[config.mk]
export PLATFORM = sky130hd
export DESIGN_NAME = binary_to_decimal_digits
export DESIGN_NICKNAME = d
export VERILOG_FILES = /design/src/rtl/core/btdd_pkg.sv /design/src/rtl/core/btdd_cell.sv /design/src/rtl/core/btdd_chain.sv /design/src/rtl/core/binary_to_decimal_digits.sv
export SDC_FILE = /design/constraint.sdc
export NUM_CORES = 1
export LEC_CHECK = 0
export ABC_AREA = 1
export BUFFER_PORTS_ARGS = -buffer_cell sky130_fd_sc_hd__clkbuf_2
export CAP_MARGIN = 30
export CORE_ASPECT_RATIO = 0.6
export CORE_UTILIZATION = 43
export CTS_BUF_LIST = sky130_fd_sc_hd__clkbuf_8
export DETAILED_ROUTE_END_ITERATION = 16
export HOLD_SLACK_MARGIN = 0.15
export PLACE_DENSITY = 0.75
export SLEW_MARGIN = 0
export SYNTH_ARGS = -nofsm -noshare
export SYNTH_HDL_FRONTEND = slang
export SYNTH_HIERARCHICAL = 1
export SYNTH_SLANG_ARGS = --single-unit
[constraint.sdc]
create_clock -name clock -period 3.2 [get_ports clock]
set_input_delay 0.64 -clock clock [delete_from_list [all_inputs] [get_ports clock]]
set_output_delay 0.64 -clock clock [all_outputs]
set_load 0.1 [all_outputs]
[src/rtl/core/btdd_pkg.sv]
// btdd_pkg: shared constants and types for the binary to decimal digit converter.
// Holds the digit cell control group and the controller state encoding.
// No dependencies.
package btdd_pkg;

   localparam int MAX_DIGITS = 10;
   localparam int VALUE_W    = 32;
   localparam int DIGIT_W    = 4;
   localparam int BIT_CNT_W  = $clog2(VALUE_W);
   localparam int CNT_W      = $clog2(MAX_DIGITS + 1);

   localparam logic [BIT_CNT_W-1:0] LAST_BIT  = BIT_CNT_W'(VALUE_W - 1);
   localparam logic [CNT_W-1:0]     ALL_SLOTS = CNT_W'(MAX_DIGITS);
   localparam logic [CNT_W-1:0]     ONE_SLOT  = CNT_W'(1);

   typedef struct packed {
      logic clear;
      logic convert;
      logic advance;
   } cell_ctl_type;

   typedef enum logic [2:0] {
      ST_IDLE = 3'b001,
      ST_CONV = 3'b010,
      ST_EMIT = 3'b100
   } state_type;

endpackage

[src/rtl/core/btdd_cell.sv]
// btdd_cell: one decimal digit cell of the conversion row.
// Does the add-3 and shift step, or takes the digit of the cell below.
// Depends on btdd_pkg.
module btdd_cell
   import btdd_pkg::*;
(
   input  logic               clock,
   input  cell_ctl_type       ctl,
   input  logic               lower_bit,
   input  logic [DIGIT_W-1:0] lower_digit,
   output logic               carry_bit,
   output logic [DIGIT_W-1:0] digit
);

   logic [DIGIT_W-1:0] digit_ff;
   logic [DIGIT_W-1:0] digit_in;
   logic [DIGIT_W-1:0] adj;

   assign adj = (digit_ff >= DIGIT_W'(5)) ? digit_ff + DIGIT_W'(3) : digit_ff;

   always_comb begin
      digit_in = digit_ff;
      priority if (ctl.clear) begin
         digit_in = '0;
      end else if (ctl.convert) begin
         digit_in = {adj[DIGIT_W-2:0], lower_bit};
      end else if (ctl.advance) begin
         digit_in = lower_digit;
      end else begin
         digit_in = digit_ff;
      end
   end

   always_ff @(posedge clock) begin
      digit_ff <= digit_in;
   end

   assign carry_bit = adj[DIGIT_W-1];
   assign digit     = digit_ff;

endmodule

[src/rtl/core/btdd_chain.sv]
// btdd_chain: binary shift register feeding a row of decimal digit cells.
// Presents the most significant cell's digit; advance moves digits upward.
// Depends on btdd_pkg and btdd_cell.
module btdd_chain
   import btdd_pkg::*;
(
   input  logic               clock,
   input  cell_ctl_type       ctl,
   input  logic [VALUE_W-1:0] value,
   output logic [DIGIT_W-1:0] top_digit,
   output logic               overflow
);

   logic [VALUE_W-1:0] value_ff;
   logic [VALUE_W-1:0] value_in;
   logic               carry [MAX_DIGITS+1];
   logic [DIGIT_W-1:0] dig   [MAX_DIGITS+1];

   always_comb begin
      value_in = value_ff;
      priority if (ctl.clear) begin
         value_in = value;
      end else if (ctl.convert) begin
         value_in = {value_ff[VALUE_W-2:0], 1'b0};
      end else begin
         value_in = value_ff;
      end
   end

   always_ff @(posedge clock) begin
      value_ff <= value_in;
   end

   assign carry[0] = value_ff[VALUE_W-1];
   assign dig[0]   = '0;

   for (genvar i = 0; i < MAX_DIGITS; i++) begin : g_cell
      btdd_cell u_cell (
         .clock       (clock),
         .ctl         (ctl),
         .lower_bit   (carry[i]),
         .lower_digit (dig[i]),
         .carry_bit   (carry[i+1]),
         .digit       (dig[i+1])
      );
   end

   assign top_digit = dig[MAX_DIGITS];
   assign overflow  = carry[MAX_DIGITS];

endmodule

[src/rtl/core/binary_to_decimal_digits.sv]
// binary_to_decimal_digits: top level of the binary to decimal digit converter.
// Sequences conversion and digit emission over the row of cells.
// Depends on btdd_pkg and btdd_chain.
//
//   channel  direction  tdata (low bit up)      tlast
//   req      in         value[31:0]             -
//   rsp      out        digit[3:0], zero pad    last digit of the run
//
// One item is accepted, then converted through the cell row one value bit at a time;
// then each of the ten digit slots in turn is dropped as a suppressed leading zero
// or emitted. The last slot is always emitted, so a zero value gives one digit.
// A new item is accepted while the final digit of the previous one waits.
// Reset clears the controller and the output valid; the cell row needs none.
// A stalled rsp holds the digit in the output register and freezes the row
// at the next digit to emit; leading zeros are dropped regardless.
module binary_to_decimal_digits
   import btdd_pkg::*;
(
   input  logic         clock,
   input  logic         reset,
   input  logic         req_tvalid,
   output logic         req_tready,
   input  logic [31:0]  req_tdata,   // value[31:0]
   output logic         rsp_tvalid,
   input  logic         rsp_tready,
   output logic [7:0]   rsp_tdata,   // digit[3:0], zeros[7:4]
   output logic         rsp_tlast
);

   state_type              state_ff, state_in;
   logic [BIT_CNT_W-1:0]   bit_cnt_ff, bit_cnt_in;
   logic [CNT_W-1:0]       remain_ff, remain_in;
   logic                   started_ff, started_in;
   logic                   rsp_valid_ff, rsp_valid_in;
   logic [DIGIT_W-1:0]     rsp_digit_ff, rsp_digit_in;
   logic                   rsp_last_ff, rsp_last_in;
   cell_ctl_type           ctl;
   logic [DIGIT_W-1:0]     top_digit;
   logic                   overflow;
   logic                   skip;
   logic                   slot_free;
   logic                   is_last;

   btdd_chain u_chain (
      .clock     (clock),
      .ctl       (ctl),
      .value     (req_tdata),
      .top_digit (top_digit),
      .overflow  (overflow)
   );

   assign req_tready = (state_ff == ST_IDLE);
   assign slot_free  = !rsp_valid_ff || rsp_tready;
   assign is_last    = (remain_ff == ONE_SLOT);
   assign skip       = !started_ff && (top_digit == '0) && !is_last && !overflow;

   always_comb begin
      state_in     = state_ff;
      bit_cnt_in   = bit_cnt_ff;
      remain_in    = remain_ff;
      started_in   = started_ff;
      rsp_valid_in = rsp_valid_ff && !rsp_tready;
      rsp_digit_in = rsp_digit_ff;
      rsp_last_in  = rsp_last_ff;
      ctl          = '0;
      unique case (state_ff)
         ST_IDLE: begin
            if (req_tvalid) begin
               ctl.clear  = 1'b1;
               bit_cnt_in = '0;
               state_in   = ST_CONV;
            end
         end
         ST_CONV: begin
            ctl.convert = 1'b1;
            bit_cnt_in  = bit_cnt_ff + BIT_CNT_W'(1);
            if (bit_cnt_ff == LAST_BIT) begin
               remain_in  = ALL_SLOTS;
               started_in = 1'b0;
               state_in   = ST_EMIT;
            end
         end
         ST_EMIT: begin
            if (skip) begin
               ctl.advance = 1'b1;
               remain_in   = remain_ff - ONE_SLOT;
            end else if (slot_free) begin
               ctl.advance  = 1'b1;
               remain_in    = remain_ff - ONE_SLOT;
               started_in   = 1'b1;
               rsp_valid_in = 1'b1;
               rsp_digit_in = top_digit;
               rsp_last_in  = is_last;
               if (is_last) begin
                  state_in = ST_IDLE;
               end
            end
         end
         default: begin
            state_in = ST_IDLE;
         end
      endcase
   end

   always_ff @(posedge clock) begin
      if (reset) begin
         state_ff     <= ST_IDLE;
         rsp_valid_ff <= 1'b0;
         started_ff   <= 1'b0;
      end else begin
         state_ff     <= state_in;
         rsp_valid_ff <= rsp_valid_in;
         started_ff   <= started_in;
      end
   end

   always_ff @(posedge clock) begin
      bit_cnt_ff   <= bit_cnt_in;
      remain_ff    <= remain_in;
      rsp_digit_ff <= rsp_digit_in;
      rsp_last_ff  <= rsp_last_in;
   end

   assign rsp_tvalid = rsp_valid_ff;
   assign rsp_tdata  = {4'b0000, rsp_digit_ff};
   assign rsp_tlast  = rsp_last_ff;

endmodule

; Word level (Yosys, flattened, before mapping)
; Cells that the tools add are included.
[classes]
add_sub_neg = 12
magnitude_cmp = 10
eq_ne = 11
muxes = 57
bitwise_logic = 1
n_reduce_logical = 20
[op_table]
columns = operator, count
row1 = 4-bit two-way mux, 33
row2 = 32-bit two-way mux, 2
row3 = 4-bit by 2-bit adder with 4-bit output (second input constant), 10
row4 = 4-bit by 3-bit >= comparator with 1-bit output (second input constant), 10
row5 = 3-bit two-way mux, 5
row6 = 1-bit two-way mux, 12
row7 = 2-bit inequality test (second input constant), 5
row8 = 5-bit case mux with 2 select lines, 1
row9 = 3-bit case mux with 3 select lines, 1
row10 = 4-bit case mux with 2 select lines, 1
row11 = 2-bit nonzero test, 4
row12 = 3-bit AND reduction, 2
row13 = 5-bit by 1-bit adder with 5-bit output (second input constant), 1
row14 = 5-bit == test (second input constant), 1
row15 = 1-bit zero test, 5
row16 = 5-bit two-way mux, 1
row17 = 5-bit AND reduction, 1
row18 = 4-bit by 1-bit == test with 1-bit output (second input constant), 1
row19 = 1-bit logical AND, 4
row20 = 4-bit zero test, 1
row21 = 4-bit AND reduction, 1
row22 = 4-bit by 1-bit subtractor with 4-bit output (second input constant), 1
row23 = 3-bit by 1-bit == test with 1-bit output (second input constant), 1
row24 = 3-bit by 2-bit == test with 1-bit output (second input constant), 1
row25 = 6 further kinds, 6
[totals]
register_bits = 91
in_bits = 36
out_inout_bits = 11
elab_cells = 129

; Logic depth before layout (Yosys ltp)
[depth]
depth_word = 8
ltp_mapped = 14

; By module
; The synthesis kept the hierarchy.
[modules_own_cells]
columns = module, instances, cells_per_inst, area_per_inst_um2, seq_area_each_um2
row1 = btdd_cell, 10, 44, 294.0, 80.1
row2 = btdd_chain, 1, 137, 1446.4, 960.9
row3 = binary_to_decimal_digits, 1, 108, 998.5, 520.5

; Worst setup path after synthesis
; No wires, ideal clock.
[synth_timing]
kind = register -> register
start = reg u_chain.g_cell[9].u_cell.digit_ff[0]
end = reg u_chain.g_cell[0].u_cell.digit_ff[3]
t_arrival_ns = 3.066
required_time_ns = 3.077
path_slack_ns = 0.011
stages_incl_launch_ff = 14
path_buffers = 0
synth_period_minus_slack_ns = 3.189
path_cell_list = dfxtp_1 > inv_1 > ha_1 > inv_1 > nand2_1 > nand3_2 > a21boi_1 > or2_4 > nor2_4 > a21oi_1 > nor2_1 > inv_1 > o21ai_0 > a21oi_1
[synth_lines]
columns = element, line
row1 = start: declaration, btdd_cell.sv:15  ; logic [DIGIT_W-1:0] digit_ff;
row2 = start signal: assignment, btdd_cell.sv:35  ; digit_ff <= digit_in;
row3 = end signal: assignment, btdd_cell.sv:35
row4 = end: declaration, btdd_cell.sv:15

==> impl_metrics.toml <==
[route]
vias = 4577
ant_nets = 0
via_per_inst = 5.05
dr.first_iter.drc_count = 369
top_layer = "met4"
drc = 0
routed_wl_mm = 10.7
wl_met1_mm = 5.83
dr.pass1.iters = 5
dr_wl_met2_mm = 4.17
routedWlPerCell_um = 11.8
routed-wl-met3_um = 617

[clock_network]
cts_made_buffers = 9
worst_setup_hold_path_clk_slew_ps = 90
root_buffer = "clkbuf_8"
cts_resized = 0
insertion_delay_ps = 370
cts.sinks = 91
htreeDepth = 3
hold_buffers = 0
cts_tree = "yes"
clockBufferDepth = 2
post-cts-setup-buffers = 0

[die]
ios = 47
die_area_mm2 = 0.0130
start_util = 0.444
rows = 31
die_w_um = 146
die_h_um = 88.7
coreArea_mm2 = 0.0121

[placed_design]
place_congestion = 0.802
numPortBuffers = 42
dp_hpwl_mm = 7.44

[worst_setup_path]
cp_data_arrival_time_ps = 2850
cp-startpoint = "u_chain/g_cell[9].u_cell/digit[0]"
worstPathRequired_ps = 3500
cp-start-kind = "flop"
r2r_cells = 15
critPathKind = "reg2reg"
crit_end = "u_chain/g_cell[1].u_cell/digit[2]"
crit_fanout = 40
critical_path.endpoint_type = "flop"
regToRegEndpoint = "u_chain/g_cell[1].u_cell/digit[2]"
reg2reg_setup_slack_ps = 660
r2r-start = "u_chain/g_cell[9].u_cell/digit[0]"

[sta]
relSlewSlack = 0.500
rsz0062_at_grt = "false"
min_period_over_period = 0.795
final_hold_viol_count = 0
worstMarginPinSlew_ps = 749
fmax_mhz = 393
layout_min_cycle_time_ps = 2540
setup_viol = 0
fin_setup_tns_ps = 0
fin_worst_skew_ps = 14.0
drv_slew = 0

[global_routing]
grt_use_total = 0.176
grt_pass1_wl_mm = 18.5
grt-ovfl-total = 0
grt_max_degree = 55
grt_pass1_vias = 3979
grt_antenna_before_repair = 0

[synthesis]
ys_seq_elements = 91
synth_cell_types = 32
synth_edf_count = 46
synth-compound-area-share = 0.146
async_reset_ff_frac = 0
synth_area_leaders = "edfxtp_1, dfxtp_1, nand2_1, inv_1, ha_1"
synthAdderAreaFrac = 0.0558
synth_cells = 685
yosys_warnings = 6
yosys.area.top_type = "edfxtp_1"
synth_xor_xnor_area_share = 0.00163
seq_area_frac_synth = 0.424
synth_top_area_frac = 0.257
synthFlopType = "edfxtp_1"
syn_avg_cell_area_um2 = 7.86
synth_area_mm2 = 0.00539
synth_top_family_by_area = "simple AND/OR/NAND/NOR gates"
synthMuxAreaShare = 0
synth-simple-area-share = 0.278

[layout]
layout.nets = 796
area_delta_synth_final_pct = 10.2
antenna_cells = 0
drive_gt1_frac = 0.148

[pwr]
total_power_mw = 4.34
ir_drop_mv = 0.250
powerDensity_mw_per_mm2 = 731
power.share.switching = 0.403
seq_power_share = 0.439
power.leakage_nw = 2.66
pwr-share-clk = 0.186
internal-power_mw = 2.59
pwr-share-comb = 0.375
p_sw_mw = 1.75

[worst_hold_path]
min_path_cells = 2
hp-class = "reg2reg"

[run]
maxCapViolations = 0

[run_status]
status = "completed"
critical path, stage by stage, from the launching register on:
cell      delay, ps
dfxtp_1         370
inv_1           120
ha_1            180
inv_1            40
nand2_1         120
nand3_2         100
a21boi_1        140
or2_4           230
nor2_4          130
a21oi_1         100
nor2_2           80
buf_4           360
inv_1           150
nand2_1         120
o21ai_0         100
a21oi_1         120
how the worst min path moves through the flow:
stage                          from                           endpoint  slack, ps
5_1_grt                       reset                         started_ff        490
4_1_cts                       reset                         started_ff        480
3_3_place_gp   u_chain/value_ff[31]  u_chain/g_cell[0].u_cell/digit[0]        460
2_1_floorplan            started_ff                         started_ff        440
3_5_place_dp             started_ff                         started_ff        460
6_report                 started_ff                         started_ff        480
sequential cells by signal, summed over array words and instances (netlist names):
register,count
u_chain/g_cell.u_cell/digit,40
u_chain/value_ff,32
bit_cnt_ff,5
remain_ff,4
rsp_digit_ff,4
state_ff,3
rsp_tlast,1
rsp_tvalid,1
started_ff,1
cell type report:
class,instances,area [um2]
Inverter,100,383
Fill cell,1178,6200
Multi-Input combinational cell,489,2630
Sequential cell,91,2280
Clock buffer,10,138
Tap cell,165,206
Timing Repair Buffer,45,233
Clock inverter,6,63.8
power by group through the flow:
stage / Combinational [mW] / Clock, mW / Sequential, mW
CTS: 1.62 / 0.829 / 1.91
global placement: 1.58 / 0 / 1.93
global route: 1.87 / 0.880 / 1.95
finish: 1.63 / 0.807 / 1.91
detailed placement: 1.61 / 0 / 1.93
floorplan: 1.35 / 0 / 1.87
cells by family after synthesis:
kind of cell	after synthesis
compound gates	129
xor+xnor	1
fa+ha+maj	24
buf+inv	111
flops	91
other cells	2
simple gates	327
per-stage QoR:
step	hold WS, ps	setup slack [ps]	util	area (um2)	cells
6_report	475	656	0.489	5940	906
4_1_cts	478	670	0.489	5940	906
3_5_place_dp	464	696	0.472	5730	890
2_1_floorplan	438	10.8	-	5410	691
5_1_grt	485	360	0.489	5940	906
3_3_place_gp	459	762	0.472	5730	890
synthesized netlist by cell type, types with 2 or more instances:
| cell | number |
|---|---|
| nand3_2 | 12 |
| or2_0 | 10 |
| o21ai_0 | 51 |
| nand4_1 | 21 |
| a21oi_1 | 26 |
| a21boi_1 | 10 |
| nand2_1 | 204 |
| buf_6 | 3 |
| ha_1 | 24 |
| clkbuf_8 | 3 |
| a21oi_2 | 11 |
| edfxtp_1 | 46 |
| nand2_2 | 12 |
| nand3_1 | 33 |
| nor2_1 | 25 |
| buf_4 | 4 |
| inv_1 | 94 |
| nor2_2 | 4 |
| inv_2 | 5 |
| dfxtp_1 | 45 |
| o211ai_1 | 30 |
| conb_1 | 2 |
placed cells by master (no fill, tap or decap), drive strengths merged:
cell type,instances
clkinv,2
o211ai,30
nor3,1
buf,3
nor2,30
ha,24
nand2,216
xnor2,1
clkbuf,52
o21ai,52
nor3b,1
nand3,45
a21oi,37
bufinv,1
a21boi,10
clkinvlp,1
conb,8
nand3b,1
inv,102
dfxtp,45
or2,12
nand4,21
edfxtp,46
metal layers:
metal / vias to the layer above / global-route usage
met5: - / 0
met4: 0 / 0.0407
met3: 9 / 0.0448
met2: 138 / 0.248
met1: 2061 / 0.267
li1: 2369 / -
No activity file was read; power rests on OpenSTA's default activity.
